--- src/rtl/core/assert_macros.svh ---
// assertion macros used by the top level rtl file
`ifndef ASSERT_MACROS_SVH
`define ASSERT_MACROS_SVH

`ifndef SYNTHESIS

// clocked property, off while reset is low
`define RTMQ_ASSERT(lbl, clk, rst_n, prop, msg) \
    lbl: assert property (@(posedge clk) disable iff (!rst_n) prop) else $error(msg);

// clocked property, checked during reset too
`define RTMQ_ASSERT_NR(lbl, clk, prop, msg) \
    lbl: assert property (@(posedge clk) prop) else $error(msg);

`else

`define RTMQ_ASSERT(lbl, clk, rst_n, prop, msg)
`define RTMQ_ASSERT_NR(lbl, clk, prop, msg)

`endif

`endif

--- src/rtl/core/rtmq_pkg.sv ---
// shared types and constants for the matrix to quaternion converter
package rtmq_pkg;

    localparam int FRAC_BITS_DEF = 14;
    localparam int M_W           = 16;
    localparam int Q_W           = 16;
    localparam int D_W           = 18;
    localparam int MIN_W         = 15;
    localparam int CFG_W         = 32;
    localparam int ADDR_W        = 2;
    localparam int DIV_LAT       = Q_W + 1;

    localparam logic [ADDR_W-1:0] REG_MIN_DEN = '0;
    localparam logic [MIN_W-1:0]  MIN_DEN_RST = 15'd1;

    typedef enum logic [1:0] {
        ST_OK     = 2'd0,
        ST_NOCASE = 2'd1,
        ST_SMALL  = 2'd2
    } t_status;

    // which component is the half denominator
    typedef enum logic [1:0] {
        SEL_W = 2'd0,
        SEL_X = 2'd1,
        SEL_Y = 2'd2,
        SEL_Z = 2'd3
    } t_sel;

    typedef struct packed {
        t_sel           sel;
        t_status        status;
        logic [Q_W-1:0] half;
    } t_side;

endpackage

--- src/rtl/core/rtmq_div.sv ---
// pipelined signed quotient (d << frac) / (2 den), saturated to the output width
module rtmq_div #(
    parameter int FRAC_BITS = rtmq_pkg::FRAC_BITS_DEF,
    parameter int DW        = 16
) (
    input  logic                          i_clk,
    input  logic                          i_en,
    input  logic signed [rtmq_pkg::D_W-1:0] i_d,
    input  logic [DW-1:0]                 i_den,
    output logic signed [rtmq_pkg::Q_W-1:0] o_q
);
    import rtmq_pkg::*;

    localparam int QB  = Q_W - 1;
    localparam int MW  = D_W - 1 + FRAC_BITS;
    localparam int HW  = MW - QB;
    localparam int VW  = DW + 1;
    localparam int CMW = (HW > VW) ? HW : VW;

    logic [D_W-1:0] d_abs;
    logic [MW-1:0]  mag;
    logic [VW-1:0]  divisor;
    logic           ovf;

    always_comb begin
        d_abs   = i_d[D_W-1] ? D_W'(-i_d) : D_W'(i_d);
        mag     = {d_abs[D_W-2:0], {FRAC_BITS{1'b0}}};
        divisor = {i_den, 1'b0};
        ovf     = CMW'(mag[MW-1:QB]) >= CMW'(divisor);
    end

    // entry stage
    logic [VW-1:0] r_rem0;
    logic [QB-1:0] r_lo0;
    logic [VW-1:0] r_div0;
    logic          r_neg0;
    logic          r_ovf0;

    always_ff @(posedge i_clk) begin
        if (i_en) begin
            r_rem0 <= VW'(mag[MW-1:QB]);
            r_lo0  <= mag[QB-1:0];
            r_div0 <= divisor;
            r_neg0 <= i_d[D_W-1];
            r_ovf0 <= ovf;
        end
    end

    logic [VW-1:0] r_rem [QB];
    logic [QB-1:0] r_lo  [QB];
    logic [QB-1:0] r_qb  [QB];
    logic [VW-1:0] r_div [QB];
    logic          r_neg [QB];
    logic          r_ovf [QB];

    for (genvar j = 0; j < QB; j++) begin : g_step
        logic [VW-1:0] p_rem;
        logic [QB-1:0] p_lo;
        logic [QB-1:0] p_qb;
        logic [VW-1:0] p_div;
        logic          p_neg;
        logic          p_ovf;
        logic [VW:0]   t_rem;

        if (j == 0) begin : g_first
            assign p_rem = r_rem0;
            assign p_lo  = r_lo0;
            assign p_qb  = '0;
            assign p_div = r_div0;
            assign p_neg = r_neg0;
            assign p_ovf = r_ovf0;
        end else begin : g_next
            assign p_rem = r_rem[j-1];
            assign p_lo  = r_lo[j-1];
            assign p_qb  = r_qb[j-1];
            assign p_div = r_div[j-1];
            assign p_neg = r_neg[j-1];
            assign p_ovf = r_ovf[j-1];
        end

        assign t_rem = {p_rem, p_lo[QB-1]};

        always_ff @(posedge i_clk) begin
            if (i_en) begin
                r_lo[j]  <= p_lo << 1;
                r_div[j] <= p_div;
                r_neg[j] <= p_neg;
                r_ovf[j] <= p_ovf;
                if (t_rem >= {1'b0, p_div}) begin
                    r_rem[j] <= VW'(t_rem - {1'b0, p_div});
                    r_qb[j]  <= {p_qb[QB-2:0], 1'b1};
                end else begin
                    r_rem[j] <= VW'(t_rem);
                    r_qb[j]  <= {p_qb[QB-2:0], 1'b0};
                end
            end
        end
    end

    localparam logic [Q_W-1:0] Q_MAX = {1'b0, {QB{1'b1}}};
    localparam logic [Q_W-1:0] Q_MIN = {1'b1, {QB{1'b0}}};

    always_ff @(posedge i_clk) begin
        if (i_en) begin
            if (r_ovf[QB-1]) begin
                o_q <= r_neg[QB-1] ? Q_MIN : Q_MAX;
            end else if (r_neg[QB-1]) begin
                o_q <= -{1'b0, r_qb[QB-1]};
            end else begin
                o_q <= {1'b0, r_qb[QB-1]};
            end
        end
    end

endmodule

--- config.mk ---
export PLATFORM = sky130hd
export DESIGN_NAME = rtmq_div
export DESIGN_NICKNAME = d
export VERILOG_FILES = /design/src/rtl/core/assert_macros.svh /design/src/rtl/core/rtmq_pkg.sv /design/src/rtl/core/rtmq_div.sv
export SDC_FILE = /design/constraint.sdc
export NUM_CORES = 1
export LEC_CHECK = 0
export BUFFER_PORTS_ARGS = -buffer_cell sky130_fd_sc_hd__buf_2
export CAP_MARGIN = 25
export CELL_PAD_IN_SITES_DETAIL_PLACEMENT = 1
export CELL_PAD_IN_SITES_GLOBAL_PLACEMENT = 2
export CORE_UTILIZATION = 45
export DETAILED_ROUTE_END_ITERATION = 8
export PLACE_DENSITY_LB_ADDON = 0.1
export SETUP_SLACK_MARGIN = 0.1
export SLEW_MARGIN = 10
export SYNTH_ARGS = -nofsm -noshare
export SYNTH_HDL_FRONTEND = slang
export SYNTH_SLANG_ARGS = --single-unit
--- constraint.sdc ---
create_clock -name i_clk -period 4.1 [get_ports i_clk]
set_input_delay 0.82 -clock i_clk [delete_from_list [all_inputs] [get_ports i_clk]]
set_output_delay 0.82 -clock i_clk [all_outputs]
set_load 0.01 [all_outputs]
# Yosys cells after proc, flatten, opt, wreduce, memory -nomap -nowiden
# Memory sizes are Yosys's and may differ from the RTL's.
# Cells that the tools add are included.
[word_totals]
ff_bits = 51
mem_bits_rw = 975
inputBits = 36
out_inout_bits = 16
word_cells = 201
mem_count = 6
[memory_table]
columns = ["memory", "depth", "width", "rd", "rd_ports_with_merged_regs", "write_ports", "line_no", "rtl"]
rows = [
  ["r_div", 15, 17, 14, 0, 15, "rtmq_div.sv:52", "logic [VW-1:0] r_div [QB];"],
  ["r_rem", 15, 17, 14, 0, 15, "rtmq_div.sv:49", "logic [VW-1:0] r_rem [QB];"],
  ["r_qb", 15, 15, 15, 0, 15, "rtmq_div.sv:51", "logic [QB-1:0] r_qb [QB];"],
  ["r_lo", 15, 14, 14, 0, 15, "rtmq_div.sv:50", "logic [QB-1:0] r_lo [QB];"],
  ["r_neg", 15, 1, 15, 0, 15, "rtmq_div.sv:53", "logic r_neg [QB];"],
  ["r_ovf", 15, 1, 15, 0, 15, "rtmq_div.sv:54", "logic r_ovf [QB];"],
]
[classes]
addsub = 17
magnitude_cmp = 16
mux = 126
n_bitwise = 30
[ops]
columns = ["operator", "count"]
rows = [
  ["$mux 17", 16],
  ["$sub 17x17->17", 15],
  ["$ge 18x17->1", 14],
  ["$mux 15", 15],
  ["$mux 1", 92],
  ["$mux 16", 3],
  ["$or 1x1->1", 30],
  ["$ge 16x17->1", 1],
  ["$ge 17x17->1", 1],
  ["$neg 17->17", 1],
  ["$neg 15->16", 1],
]

# Depth between registers and ports, before layout
# An unclocked memory read counts as a cell.
[depth]
ltp_word = 6
ltp_mapped = 13
mapped_depth_nobuf = 13

# Least setup slack after synthesis
# OpenSTA, ideal clock, no wires.
[synth_path]
path_kind = "input to register"
from = "input port i_d[6] in the netlist's numbering"
to = "register r_ovf0, in the netlist g_step[0].p_ovf, data pin"
setup_ns = 0.269
t_arrival_ns = 2.983
required_time_ns = 3.831
setup_slack_ns = 0.848
path_stages = 11
path_buffers = 0
path_cell_list = "nor4_1 > nand3_1 > o31ai_1 > xnor2_1 > ha_1 > a211oi_1 > o31ai_1 > o221ai_1 > a21oi_1 > a2111oi_0 > nor3_1"
[synth_between]
elab_chain_cells = 3
[synth_lines]
columns = ["element", "line_no", "rtl"]
rows = [
  ["start: declaration", "rtmq_div.sv:8", "input logic signed [rtmq_pkg::D_W-1:0] i_d,"],
  ["$neg 17->17", "rtmq_div.sv:26", "d_abs = i_d[D_W-1] ? D_W'(-i_d) : D_W'(i_d);"],
  ["$mux 17", "rtmq_div.sv:26", ""],
  ["net d_abs[10]", "rtmq_div.sv:20", "logic [D_W-1:0] d_abs;"],
  ["$ge 16x17->1", "rtmq_div.sv:29", "ovf = CMW'(mag[MW-1:QB]) >= CMW'(divisor);"],
  ["net ovf", "rtmq_div.sv:23", "logic ovf;"],
  ["end signal: assignment", "rtmq_div.sv:45", "r_ovf0 <= ovf;"],
  ["end: declaration", "rtmq_div.sv:37", "logic r_ovf0;"],
]
# The timed path passes the listed nets, and every way through them passes these cells.
# A chain may end at the register's enable or synchronous reset.

==> metrics.yaml <==
die:
  die_height_um: 280
  start_util_pct: 45.6
  die_w_um: 280
  ioPinCount: 52
  dieArea_um2: 78100
  core_um2: 76100
  row_count: 101
placement:
  port-buffer-count: 51
  pre_cts_slack_ns: 0.434
  place_congestion: 0.862
  placed_area_um2: 36100
  dp.cells: 3937
  hpwl_mm: 57.6
synthesis:
  synthesis.area_um2: 34700
  async_flop_share_pct: 0
  ys_ff_latch: 650
  yosysSeqAreaShare_pct: 56.3
  synth-compound-area-share_pct: 12.0
  synth_xor_area_share_pct: 4.02
  synth_top_family_by_area: "compound AO/OA/AOI/OAI gates"
  synth_flop_cell: "edfxtp_1"
  synth_fa_ha_area_share_pct: 10.1
  avgSynthCellArea_um2: 12.0
  synth_nets: 3199
  yosys.area_share.simple_pct: 9.27
  synth_edf_count: 649
  postSynthCellCount: 2893
  synth.area.mux_share_pct: 4.13
  yosys_warnings: 0
  yosysUniqueCellTypes: 79
sta:
  rsz0062_at_grt: "no"
  setup_viol: 0
  fin_tns_setup_ns: 0
  hold_ws_ns: 0.401
  fin_crit_sh_pct: 82.8
  worst-slew-pin-transition_ns: 1.00
  fin_skew_ns: 0.0285
  max_slew_margin_pct: 33.2
  timing.final.ws_setup_ns: 0.705
  fmax_ghz: 0.295
  layout_min_cycle_time_ns: 3.39
  hold_viol_final: 0
  maxSlewViolCount: 0
cells_and_area:
  final_common_cell: "edfxtp_1"
  final_util_pct: 50.6
  nets: 3293
  diodes: 0
  multi_input_area_um2: 13700
  layout_common_cells: "649 x edfxtp_1, 327 x inv_1, 256 x ha_1"
  syn_to_final_growth_pct: 11.1
  nFillCells: 7940
  area.sequential_um2: 19500
  fin_area_um2: 38500
  instances_no_fill: 4076
  drive_gt1_share_pct: 10.7
hold_path:
  holdPathEnd: "g_step[0].p_div[12]$_DFFE_PP_"
  hold_class: "input pin to register"
  hold_depth: 1
  hold_start: "i_den[11]"
setup_path:
  rr_startpoint: "r_div[0][2]$_DFFE_PP_"
  worstPathMaxFanout: 16
  worstReg2RegEnd: "r_rem[0][25]$_DFFE_PP_"
  worst-endpoint-required_ns: 4.45
  start_kind: "register"
  r2r_setup_slack_ns: 0.71
  cp.arrival_ns: 3.74
  cp-end-kind: "register"
  reg2reg_depth: 10
  critPathKind: "register to register"
power_and_ir_drop:
  total_power_mw: 27.0
  worst_ir_drop_vdd_mv: 0.346
  power_leakage_nw: 15.3
  cellPowerDensity_nw_per_um2: 701
global_route:
  grt_max_degree: 83
  grt_first_pass_wirelength_mm: 126
  antenna_found_initial: 0
  overflow: 0
  grtUsageTotal_pct: 20.1
  grt_pass1_vias: 23200
clock_network:
  cts_hold_buf: 0
  postCtsSetupBuffers: 0
  cts_resized: 0
  clk_latency_ns: 0.62
  clock-sinks: 650
  cts_buffer_depth: 3
  cts_made_buffers: 74
  ctsHtreeMaxLevel: 3
  cts_tree: "yes"
  root_buffer: "clkbuf_16"
  cts.clk_slew.worst_paths_ns: 0.06
detailed_routing:
  drtAntennaViolNets: 0
  drc: 0
  wl_per_cell_um: 19.1
  vias: 22000
  first_pass_iters: 5
  viasPerCell: 5.40
  first_iter_violations: 921
  wirelength_mm: 77.7
run:
  cap_violations: 0
run_status:
  status: "finished, final reports clean"
synth_stat cells (19+ instances only):
cell type	number	area [µm²]
and2_1	27	169
clkbuf_1	39	146
nand2_1	152	571
inv_1	327	1230
edfxtp_1	649	19500
a21oi_1	200	1000
a211oi_1	19	143
nand3_1	38	190
mux2_2	111	1250
nand4_1	32	200
nor2b_1	39	244
ha_1	256	3200
o21a_1	57	428
o21ai_0	154	771
nand2b_1	35	219
xnor2_1	101	885
nor2_1	186	698
xor2_1	58	508
nor3_1	48	240
a21o_1	54	405
kinds of logic after synthesis:
group                      Yosys count
xor gates and xnor gates           159
AOI/OAI and AO/OA                  653
adders and majority gates          270
muxes                              126
buffers and inverters              383
and+or+nand+nor                    652
DFF                                650
registers in the layout, summed over array words and instances, names as in the netlist:
signal	cells
r_neg	15
g_step.p_ovf	1
g_step.p_rem	16
r_qb	120
r_rem	225
g_step.p_lo	1
g_step.p_neg	1
o_q	16
r_ovf	15
r_div	224
g_step.p_div	16
critical path, stage by stage, from the launching register on:
cell and delay, ns:
edfxtp_1 0.44, inv_1 0.08, ha_1 0.24, nor2b_4 0.14, o31a_1 0.30, o31ai_2 0.30
nand2_2 0.14, a221oi_4 0.32, o311ai_2 0.17, a21oi_4 0.59, mux2_2 0.41
per-layer routing:
metal / share of wire (%) / vias to the layer above / routed length, µm / global-route usage (%)
met4: 2.3 / 0 / 1760 / 5.46
met3: 2.0 / 117 / 1570 / 2.43
met1: 44 / 10900 / 34600 / 25.4
met5: 0 / - / 0 / 0
met2: 51 / 196 / 39800 / 36.3
li1: - / 10800 / - / -
power by group:
part	switching [mW]	internal, mW	leakage (nW)
clock network	2.70	3.78	1.13
logic	5.62	4.70	7.86
registers	0.839	9.38	6.33
cell type report:
class,instances,area share [%]
inverter,327,3.19
clock inverter,46,1.15
multi-input combinational,1860,35.5
timing repair buffer,74,1.22
clock buffer,89,4.95
sequential,650,50.7
tap,1030,3.35
worst max-delay path by stage:
| stage | to | cells after the start | startpoint | slack (ns) |
|---|---|---|---|---|
| floorplan | g_step[0].p_ovf$_DFFE_PP_ | 11 | i_d[6] | 0.85 |
| global placement | g_step[0].p_ovf$_DFFE_PP_ | 12 | i_d[6] | 0.38 |
| detailed placement | g_step[0].p_ovf$_DFFE_PP_ | 12 | i_d[6] | 0.43 |
| CTS | r_rem[0][25]$_DFFE_PP_ | 10 | r_div[0][2]$_DFFE_PP_ | 0.68 |
| global route | r_rem[0][6]$_DFFE_PP_ | 10 | g_step[0].p_rem[0]$_DFFE_PP_ | 0.52 |
| finish | r_rem[0][25]$_DFFE_PP_ | 10 | r_div[0][2]$_DFFE_PP_ | 0.71 |
(Power assumes the default switching activity.)
