===== src/rtl/core/assert_macros.svh =====
// assertion macros used by the top level rtl file
`ifndef ASSERT_MACROS_SVH
`define ASSERT_MACROS_SVH

`ifndef SYNTHESIS

// clocked property, off while reset is low
`define RTMQ_ASSERT(lbl, clk, rst_n, prop, msg) \
    lbl: assert property (@(posedge clk) disable iff (!rst_n) prop) else $error(msg);

// clocked property, checked during reset too
`define RTMQ_ASSERT_NR(lbl, clk, prop, msg) \
    lbl: assert property (@(posedge clk) prop) else $error(msg);

`else

`define RTMQ_ASSERT(lbl, clk, rst_n, prop, msg)
`define RTMQ_ASSERT_NR(lbl, clk, prop, msg)

`endif

`endif


===== src/rtl/core/rtmq_sqrt.sv =====
// pipelined integer square root, one root bit per stage
module rtmq_sqrt #(
    parameter int DW = 16
) (
    input  logic          i_clk,
    input  logic          i_en,
    input  logic [2*DW-1:0] i_rad,
    output logic [DW-1:0] o_root
);
    localparam int RMW = DW + 3;

    logic [RMW-1:0]  r_rem  [DW];
    logic [DW-1:0]   r_root [DW];
    logic [2*DW-1:0] r_rad  [DW];

    for (genvar k = 0; k < DW; k++) begin : g_stage
        logic [RMW-1:0]  p_rem;
        logic [DW-1:0]   p_root;
        logic [2*DW-1:0] p_rad;
        logic [RMW-1:0]  t_rem;
        logic [RMW-1:0]  trial;

        if (k == 0) begin : g_first
            assign p_rem  = '0;
            assign p_root = '0;
            assign p_rad  = i_rad;
        end else begin : g_next
            assign p_rem  = r_rem[k-1];
            assign p_root = r_root[k-1];
            assign p_rad  = r_rad[k-1];
        end

        always_comb begin
            t_rem = {p_rem[RMW-3:0], p_rad[2*DW-1:2*DW-2]};
            trial = {1'b0, p_root, 2'b01};
        end

        always_ff @(posedge i_clk) begin
            if (i_en) begin
                r_rad[k] <= p_rad << 2;
                if (t_rem >= trial) begin
                    r_rem[k]  <= t_rem - trial;
                    r_root[k] <= {p_root[DW-2:0], 1'b1};
                end else begin
                    r_rem[k]  <= t_rem;
                    r_root[k] <= {p_root[DW-2:0], 1'b0};
                end
            end
        end
    end

    assign o_root = r_root[DW-1];

endmodule


===== config.mk =====
export PLATFORM = sky130hd
export DESIGN_NAME = rtmq_sqrt
export DESIGN_NICKNAME = d
export VERILOG_FILES = /design/src/rtl/core/assert_macros.svh /design/src/rtl/core/rtmq_sqrt.sv
export SDC_FILE = /design/constraint.sdc
export NUM_CORES = 1
export LEC_CHECK = 0
export ABC_AREA = 1
export BUFFER_PORTS_ARGS = -buffer_cell sky130_fd_sc_hd__buf_4
export CORE_ASPECT_RATIO = 0.6
export CORE_MARGIN = 2
export CORE_UTILIZATION = 31
export CTS_CLUSTER_SIZE = 20
export DETAILED_ROUTE_END_ITERATION = 6
export PLACE_DENSITY = 0.5
export SLEW_MARGIN = 20
export SYNTH_ARGS = -nofsm -noshare
export SYNTH_HDL_FRONTEND = slang
export SYNTH_SLANG_ARGS = --single-unit

===== constraint.sdc =====
create_clock -name i_clk -period 2.8 [get_ports i_clk]
set_clock_uncertainty 0.2 [all_clocks]
set_input_delay 0.56 -clock i_clk [delete_from_list [all_inputs] [get_ports i_clk]]
set_output_delay 0.56 -clock i_clk [all_outputs]
set_load 0.005 [all_outputs]

**Yosys cells after proc, flatten, opt, wreduce, memory -nomap -nowiden**

Memory sizes are Yosys's and may differ from the RTL's.
Cells that the tools add are included.

- Bitwise operators: 32
- Order comparisons: 16
- Multipliers: 0
- Reductions and logical operators: 0
- Shift operators: 0
- Eq/ne operators: 0
- Mux-type cells: 130
- Div/mod/pow operators: 0
- Add/subtract/negate cells: 16

Operators by type and width:

| cell | number |
|---|---|
| 19-bit 2-to-1 mux | 16 |
| 19-bit by 18-bit >= comparator with 1-bit output | 15 |
| 19-bit by 18-bit subtractor with 19-bit output | 15 |
| 16-bit 2-to-1 mux | 16 |
| 1-bit 2-to-1 mux | 98 |
| 1-bit OR | 32 |
| 2-bit by 1-bit subtractor with 3-bit output, second input constant | 1 |
| 2-bit by 1-bit >= comparator with 1-bit output, second input constant | 1 |

- Memory bits (writable): 1040
- Latch bits: 0
- ROM bits: 0
- Memories kept: 3
- Register bits after elaboration: 0
- Input port bits: 34
- Output and inout bits: 16
- Word-level logic and storage cells: 197

Memory list:

| memory | words | width | read ports | clocked after memory_dff | wr ports | line | RTL |
|---|---|---|---|---|---|---|---|
| r_rad | 16 | 30 | 15 | 0 | 16 | rtmq_sqrt.sv:14 | `logic [2*DW-1:0] r_rad [DW];` |
| r_rem | 16 | 19 | 15 | 0 | 16 | rtmq_sqrt.sv:12 | `logic [RMW-1:0] r_rem [DW];` |
| r_root | 16 | 16 | 16 | 0 | 16 | rtmq_sqrt.sv:13 | `logic [DW-1:0] r_root [DW];` |

**Logic depth before layout (Yosys ltp)**

Gate-level depths: netlist (run 1).
An unclocked memory read counts as a cell.

- Depth in word-level cells: 6
- Mapped depth: 14
- Mapped depth without buffers: 14

**Worst setup path before layout (run 1)**

OpenSTA, ideal clock, no wires.

- Path kind: input port to flip-flop
- From: input port i_en
- To: memory r_rem[1][114] (netlist bit), enable pin
- Arrival time: 1.743 ns
- Stages on the path: 3
- Setup time: 0.400 ns
- Required time: 2.200 ns
- Setup slack: 0.457 ns
- Path through: buf_4 > buf_4 > clkbuf_1

RTL lines:

| what | line | RTL |
|---|---|---|
| from (decl) | rtmq_sqrt.sv:6 | `input logic i_en,` |
| to (decl) | rtmq_sqrt.sv:12 |  |

==> run_results.csv, run 1 <==
group,metric,value,unit
run_status,status,"complete, but fails checks",
run_status,violations,"DRC",
critical_path,critical-path-top-delay-family,"simple AND/OR/NAND/NOR gates",
synthesis,syn_inst,3564,
sta,rsz0062_at_grt,"no",
critical_path,crit_path_cell_trace,"inv_1 > ha_1 > buf_4 > nand2_1 > inv_1 > nand3_1 > nor2_1 > nor2_1 > nand2_2 > buf_4 > xor2_1",
critical_path,crit_cells,11,
sta,fin_tns_setup,0,ps
sta,fin_crit_sh,95.5,%
clocking,clk_pin_slew,60,ps
synthesis,yosysUniqueCellTypes,46,
sta,finalHoldViolations,0,
final_layout,postLayoutCoreUtil,36.1,%
die,core-area,103000,um^2
clocking,cts-buffers-inserted,67,
synthesis,ys.warnings.count,0,
synthesis,synth-edff-count,612,
final_layout,fillers,10500,
die,io_pins,50,
clocking,cts_tree,"yes",
placed_design,placed_cells,5013,
critical_path,worstRegToRegCells,11,
global_routing,grt_max_degree,96,
final_layout,drive_gt1_share,6.74,%
clocking,clk-insertion-delay-late,630,ps
power,power_density,686,nW/um^2
sta,layout_min_cycle_time,2670,ps
final_layout,syn_to_final_growth,14.6,%
global_routing,grt.total_usage,15.0,%
synthesis,yosysTopAreaCell,"edfxtp_1",
min_path,hold_class,"input pin to flip-flop",
global_routing,grt_first_pass_wirelength,125000,um
synthesis,synth_seq_cells,613,
die,die_h,255,um
synthesis,synth-main-ff-cell,"edfxtp_1",
final_layout,fin_cells,5164,
clocking,clk_path_buf_depth,3,
power,p_total,25.6,mW
detailed_routing,drt-total-wl,80900,um
sta,slew_violations,0,
global_routing,grt-ovfl-total,0,
detailed_routing,drtAntennaViolNets,0,
sta,tightest_slew,592,ps
final_layout,multi_input_area,11500,um^2
detailed_routing,drt_iter0_drc,2470,
detailed_routing,drc,2,
critical_path,r2r_setup_slack,130,ps
clocking,cts_num_sinks,613,
critical_path,critPathRequiredTime,2970,ps
die,start_util,31.5,%
synthesis,async_flop_share,0,%
placed_design,dp_hpwl,61500,um
global_routing,grt_pass1_vias,20900,
critical_path,worst_setup_path_start_kind,"flip-flop",
clocking,htreeDepth,3,
placed_design,dpl-instance-area,34800,um^2
power,p_leak,16.8,nW
global_routing,antenna_found_initial,0,
placed_design,gp_congestion,0.909,
job,maxCapViolCount,0,
final_layout,stdcell_area,37300,um^2
critical_path,cp-end-kind,"flip-flop",
min_path,min_path_cells,3,
critical_path,worst-path-buf-inv,4,
critical_path,crit_path_max_incr_delay,460,ps
critical_path,worstPathMaxFanout,7,
placed_design,pre_cts_slack,143,ps
synthesis,postSynthAreaPerCell,9.13,um^2
critical_path,cp_data_arrival_time,2840,ps
clocking,cts-root-buf,"clkbuf_16",
die,rows,91,
sta,setup_viol,0,
die,chipWidth,422,um
sta,setup_ws,126,ps
synthesis,netlist.area_leader.share,56.5,%
sta,fmax,0.374,GHz
power,vdd_drop_max,0.000376,V
synthesis,syn_area,32500,um^2
detailed_routing,num_vias,23300,
detailed_routing,wl_per_cell,15.7,um
critical_path,criticalPathCategory,"flip-flop to flip-flop",
synthesis,yosysSeqAreaShare,56.6,%
final_layout,fin_nets,3907,
sta,relSlewSlack,60.1,%
die,dieArea,108000,um^2
placed_design,port_buffers,49,
synthesis,synth_nets,3751,
critical_path,worst_path_max_delay_cell,"edfxtp_1",
synthesis,synth_area_leaders,"edfxtp_1 (56%), nand2_1 (13%), inv_1 (7.2%), ha_1 (5.9%), nor2_1 (3.8%)",
detailed_routing,first_pass_iters,7,
final_layout,antennaDiodeCount,0,
final_layout,layout.area.seq,18400,um^2
detailed_routing,via_per_inst,4.52,
sta,holdWs,125,ps
[layer usage]
metal | routed length (um) | up-vias | global-route usage (%) | share of wire (%)
li1 | - | 11900 | - | -
met1 | 45500 | 10700 | 26.0 | 56
met2 | 26900 | 717 | 17.1 | 33
met3 | 7160 | 88 | 3.98 | 8.9
met4 | 1300 | 0 | 3.16 | 1.6
met5 | 0 | - | 0 | 0
[logic make-up (layout without fill, tap and decap cells)]
group | count (synthesis) | count (layout) | share of synthesized area [%]
AO/OA/AOI/OAI | 213 | 213 | 3.49
XOR/XNOR | 90 | 90 | 2.42
adder cells (fa/ha/maj) | 153 | 153 | 5.89
buffers and inverters | 671 | 875 | 8.10
flip-flops | 613 | 613 | 56.6
AND/OR/NAND/NOR | 1824 | 1825 | 23.5
[repair_timing]
action,in CTS,in global routing
buffers inserted,0,1
endpoints found under the setup margin,0,21
resized for setup,0,4
hold endpoints to repair,31,0
hold buffers,31,0
[worst reg2reg max path, cell delays in order (launching register included)]
cell and delay, ps:
edfxtp_1 460, inv_1 70, ha_1 300, buf_4 150, nand2_1 120, inv_1 70
nand3_1 180, nor2_1 60, nor2_1 260, nand2_2 180, buf_4 220, xor2_1 150
[cell usage in the layout, fill, tap and decap left out, drive strengths merged, types with 30 or more instances in the layout]
cell type    count
o21ai           87
buf             98
nand3          231
xor2            59
clkinv          30
inv            631
nand4           40
edfxtp         612
nand3b          42
nor3            38
dlygate4sd3     31
clkbuf          76
nor2           342
ha             153
xnor2           31
nand2         1097
a21oi          113
[worst paths after layout]
check,endpoint,from
setup / recovery,r_rem[1][19],r_root[1][1]
hold reg to reg,r_rad[0][199],r_rad[0][167]
setup reg to reg,r_rem[1][19],r_root[1][1]
hold / removal,r_rem[0][1],i_rad[31]
[flip-flops by register name (all words and copies together) (netlist names)]
| name | count |
|---|---|
| r_root | 136 |
| r_rad | 240 |
| r_rem | 237 |
[Yosys cell counts, types with 6 or more instances]
library cell	count
a21oi_1	110
and2_1	13
buf_4	12
buf_6	7
clkbuf_1	18
edfxtp_1	612
ha_1	153
inv_1	621
inv_2	7
nand2_1	1089
nand2_2	6
nand3_1	225
nand3b_1	42
nand4_1	40
nor2_1	333
nor2_2	6
nor3_1	36
o21ai_0	65
o21ai_1	20
or2_2	14
xnor2_1	31
xor2_1	59
[report_power, final]
group / total (mW) / leakage (nW) / internal [mW] / switching [mW]
Clock: 8.63 / 1.02 / 4.88 / 3.74
Combinational: 5.02 / 9.85 / 1.70 / 3.32
Sequential: 11.9 / 5.89 / 11.3 / 0.659
Total: 25.6 / 16.8 / 17.9 / 7.73
[area by class of cell]
type / count / share of cell area, %
sequential: 613 / 49.4
multi-input combinational: 2281 / 30.9
timing repair buffer: 129 / 3.13
inverter: 628 / 6.32
clock buffer: 76 / 4.70
tap: 1395 / 4.68
clock inverter: 42 / 0.896
No activity file was read; power rests on OpenSTA's default activity.
==> inputs of run 2 (changes only) <==
CELL_PAD_IN_SITES_DETAIL_PLACEMENT = 1   (was not set)
CELL_PAD_IN_SITES_GLOBAL_PLACEMENT = 1   (was not set)
PLACE_DENSITY = 0.59   (was 0.5)
==> run_results.csv, run 2 (synthesis gave the netlist of run 1 again) <==
group,metric,value,unit
critical_path,critPathRequiredTime,3020,ps
critical_path,worst_setup_path_start_kind,"flip-flop",
final_layout,largestRegisters,"r_rad: 240 flops, r_rem: 237 flops, r_root: 136 flops",
final_layout,fin_nets,3912,
global_routing,grt_first_pass_wirelength,138000,um
sta,slew_violations,0,
sta,relSlewSlack,56.2,%
clocking,htreeDepth,3,
sta,fin_tns_setup,0,ps
min_path,min_to,"r_rem[0][1]",
clocking,cts_tree,"yes",
final_layout,syn_to_final_growth,14.8,%
power,p_total,26.0,mW
critical_path,r2r_start,"r_root[1][52]",
critical_path,cp_data_arrival_time,2860,ps
clocking,cts-root-buf,"clkbuf_16",
power,power_density,697,nW/um^2
global_routing,grt.total_usage,16.6,%
sta,finalHoldViolations,0,
final_layout,multi_input_area,11500,um^2
final_layout,top_register,"r_rad",
sta,layout_min_cycle_time,2640,ps
detailed_routing,via_per_inst,4.55,
clocking,clk-insertion-delay-late,640,ps
die,start_util,31.5,%
detailed_routing,first_pass_iters,5,
die,core-area,103000,um^2
detailed_routing,drc,0,
final_layout,fillers,12100,
die,dieArea,108000,um^2
detailed_routing,num_vias,23500,
sta,fmax,0.379,GHz
global_routing,grt_max_degree,117,
placed_design,dp_hpwl,69100,um
detailed_routing,drt_iter0_drc,1573,
global_routing,grt_pass1_vias,23200,
final_layout,mostFrequentLayoutCell,"nand2_1",
clocking,cts-buffers-inserted,68,
final_layout,layout.area.seq,18400,um^2
min_path,hold_class,"input pin to flip-flop",
clocking,clk_pin_slew,60,ps
placed_design,port_buffers,49,
final_layout,postLayoutCoreUtil,36.1,%
final_layout,drive_gt1_share,6.75,%
sta,rsz0062_at_grt,"no",
final_layout,largest_reg_flops,240,
global_routing,grt-ovfl-total,0,
die,die_h,255,um
final_layout,antennaDiodeCount,0,
critical_path,r2r_setup_slack,160,ps
die,chipWidth,422,um
critical_path,r2r_end,"r_rem[1][83]",
sta,fin_crit_sh,94.3,%
die,rows,91,
die,io_pins,50,
final_layout,most-common-layout-cells,"nand2_1 (1,088), inv_1 (621), edfxtp_1 (612)",
global_routing,antenna_found_initial,2,
sta,setup_viol,0,
min_path,min-delay-start,"i_rad[31]",
run_status,status,"finished, final reports clean",
critical_path,cp-end-kind,"flip-flop",
sta,tightest_slew,658,ps
job,maxCapViolCount,0,
power,p_leak,16.8,nW
detailed_routing,wl_per_cell,17.2,um
critical_path,criticalPathCategory,"flip-flop to flip-flop",
critical_path,crit_start,"r_root[1][52]",
placed_design,gp_congestion,0.861,
detailed_routing,drt-total-wl,88900,um
critical_path,worstRegToRegCells,12,
clocking,cts_num_sinks,613,
critical_path,worstPathMaxFanout,10,
min_path,min_path_cells,3,
power,vdd_drop_max,0.000453,V
detailed_routing,drtAntennaViolNets,0,
clocking,clk_path_buf_depth,3,
[run 2: cell types whose count changed in the layout (fill, tap and decap cells not counted), sizes merged]
cell and change:
buf +5, clkbuf +8, clkinv -7, clkinvlp -1
inv +4, nand3 -1
[run 2: timing repair]
item,in CTS,in global routing
hold buffers,31,0
hold endpoints to repair,31,0
setup endpoints to repair,0,40
gates resized for setup,0,6
setup buffers,0,7
[run 2: cell type report]
type,instances,area share [%]
flip-flops and latches,613,49.3
clock buffers,84,4.77
clock inverters,38,1.02
repair buffers,134,3.16
inverters,628,6.32
multi-input cells,2280,30.8
well taps,1395,4.67
[run 2: how the worst max path moves through the flow]
stage | end | cells after the start
after floorplan | r_rem[1][114] | 3
after global placement | r_rem[1][7] | 12
after detailed placement | r_rem[1][117] | 11
after CTS | r_rem[1][7] | 12
after global routing | r_rem[0][140] | 11
final | r_rem[1][83] | 12
[run 2: per-layer routing]
layer / GRT usage, % / wire length (um)
met3: 3.18 / 4720
met5: 0 / 0
met4: 2.94 / 1200
met2: 19.8 / 29900
met1: 29.0 / 53100
[run 2: metrics by stage]
step | area [um^2] | setup WS [ps] | hold slack [ps] | cells
floorplan | 32500 | 457 | 200 | 3564
global placement | 34800 | 146 | 200 | 5012
detailed placement | 34800 | 144 | 205 | 5012
CTS | 37300 | 109 | 43.7 | 5165
global route | 37400 | 10.8 | 75.1 | 5172
finish | 37400 | 159 | 72.7 | 5172
[run 2: power by group]
| part | internal (mW) | switching [mW] |
|---|---|---|
| combinational | 1.73 | 3.47 |
| clock | 4.97 | 3.89 |
| sequential | 11.3 | 0.689 |
| total | 18.0 | 8.05 |
[run 2: worst max-delay path, cell delays in order, from the launching register on]
cell and delay, ps:
edfxtp_1 510, inv_1 80, ha_1 340, nand2_1 160, inv_1 50, a21oi_1 140
nand2_1 140, nand2_1 130, nand3_1 100, inv_1 100, buf_4 190, nand2_1 60
o21ai_1 190
==> inputs of run 3 (changes only) <==
clock period = 2.6 ns   (was 2.8 ns; I/O delays follow)
==> run_results.csv, run 3 (synthesis gave the netlist of run 1 again) <==
group,metric,value,unit
run_status,status,"finished, final reports clean",
global_routing,grt_max_degree,125,
detailed_routing,first_pass_iters,6,
critical_path,cp-end-kind,"flip-flop",
sta,tightest_slew,846,ps
final_layout,mostFrequentLayoutCell,"nand2_1",
global_routing,grt_first_pass_wirelength,142000,um
power,power_density,752,nW/um^2
detailed_routing,drt-total-wl,92000,um
die,die_h,255,um
placed_design,gp_congestion,0.859,
detailed_routing,via_per_inst,4.54,
sta,finalHoldViolations,0,
power,vdd_drop_max,0.000562,V
final_layout,largestRegisters,"r_rad: 240 flops, r_rem: 237 flops, r_root: 136 flops",
critical_path,r2r_setup_slack,80,ps
sta,slew_violations,0,
critical_path,criticalPathCategory,"flip-flop to flip-flop",
placed_design,pre_cts_slack,-73.4,ps
min_path,hold_class,"input pin to flip-flop",
sta,fmax,0.397,GHz
sta,layout_min_cycle_time,2520,ps
final_layout,drive_gt1_share,10.5,%
placed_design,port_buffers,49,
critical_path,worst_setup_path_start_kind,"flip-flop",
job,maxCapViolCount,0,
critical_path,cp_data_arrival_time,2710,ps
global_routing,grt.total_usage,17.1,%
clocking,cts_tree,"yes",
clocking,cts-buffers-inserted,67,
clocking,cts_num_sinks,613,
die,start_util,31.5,%
final_layout,most-common-layout-cells,"nand2_1 (1,078), inv_1 (619), edfxtp_1 (612)",
sta,setup_ws,80.0,ps
critical_path,worstPathMaxFanout,4,
final_layout,fillers,12100,
clocking,cts-root-buf,"clkbuf_16",
detailed_routing,drtAntennaViolNets,0,
global_routing,antenna_found_initial,3,
detailed_routing,drt_iter0_drc,1808,
die,chipWidth,422,um
clocking,clk-insertion-delay-late,660,ps
placed_design,dp_hpwl,71000,um
sta,relSlewSlack,43.6,%
detailed_routing,num_vias,23900,
final_layout,syn_to_final_growth,18.5,%
clocking,clk_pin_slew,60,ps
detailed_routing,drc,0,
clocking,htreeDepth,3,
global_routing,grt_pass1_vias,23600,
clocking,clk_path_buf_depth,3,
sta,setup_viol,0,
die,core-area,103000,um^2
sta,fin_tns_setup,0,ps
placed_design,placed_cells,5095,
die,io_pins,50,
die,rows,91,
power,p_leak,17.3,nW
sta,holdWs,179,ps
detailed_routing,wl_per_cell,17.5,um
final_layout,largest_reg_flops,240,
final_layout,top_register,"r_rad",
critical_path,critPathRequiredTime,2790,ps
final_layout,postLayoutCoreUtil,37.3,%
global_routing,grt-ovfl-total,0,
die,dieArea,108000,um^2
final_layout,fin_cells,5267,
final_layout,fin_nets,4009,
sta,fin_crit_sh,96.9,%
==> run 3: final timing paths <==
check | cells past startpoint | start | end
hold reg to reg | 0 | r_rad[0][35] | r_rad[0][67]
setup / recovery | 9 | r_rem[1][62] | r_rem[1][84]
hold / removal | 2 | i_en | r_rad[0][12]
setup reg to reg | 9 | r_rem[1][62] | r_rem[1][84]
==> run 3: final cells by class <==
type                    count  area [um^2]  area share, %
flip-flops and latches    613        18400           47.7
clock inverters            44          547           1.42
well taps                1395         1750           4.53
multi-input cells        2280        11800           30.5
repair buffers            232         2030           5.27
clock buffers              74         1700           4.42
inverters                 628         2370           6.14
diodes                      1         2.50        0.00649
==> run 3: worst max-delay path: stages, from the launching register on <==
cell	delay, ps
edfxtp_1	510
ha_1	430
nand2_1	140
inv_1	120
nand2_1	70
o21ai_0	380
buf_4	200
xor2_1	50
nand2_1	100
nand2_1	70
==> run 3: routing by layer <==
| metal | track usage [%] | wire (um) | vias to the layer above |
|---|---|---|---|
| met4 | 3.21 | 1370 | 0 |
| met5 | 0 | 0 | - |
| li1 | - | - | 12100 |
| met3 | 3.17 | 4900 | 92 |
| met1 | 29.7 | 54000 | 11300 |
| met2 | 20.6 | 31700 | 439 |
==> run 3: report_power, final <==
group	switching, mW	internal (mW)	total, mW
clock network	4.26	5.78	10.0
logic	3.89	2.16	6.05
registers	0.749	12.2	12.9
==> run 3: metrics by stage <==
stage / area, um^2 / power, mW
after floorplan: 32500 / 16.5
after global routing: 38500 / 30.6
after global placement: 35500 / 18.8
final: 38500 / 29.0
after detailed placement: 35500 / 18.8
after CTS: 38100 / 29.1
==> run 3: repair_timing <==
action,in CTS,in global routing
endpoints found under the hold margin,32,0
pin swaps,0,5
hold buffers,32,0
endpoints found under the setup margin,6,95
resized for setup,2,60
setup buffers,0,21
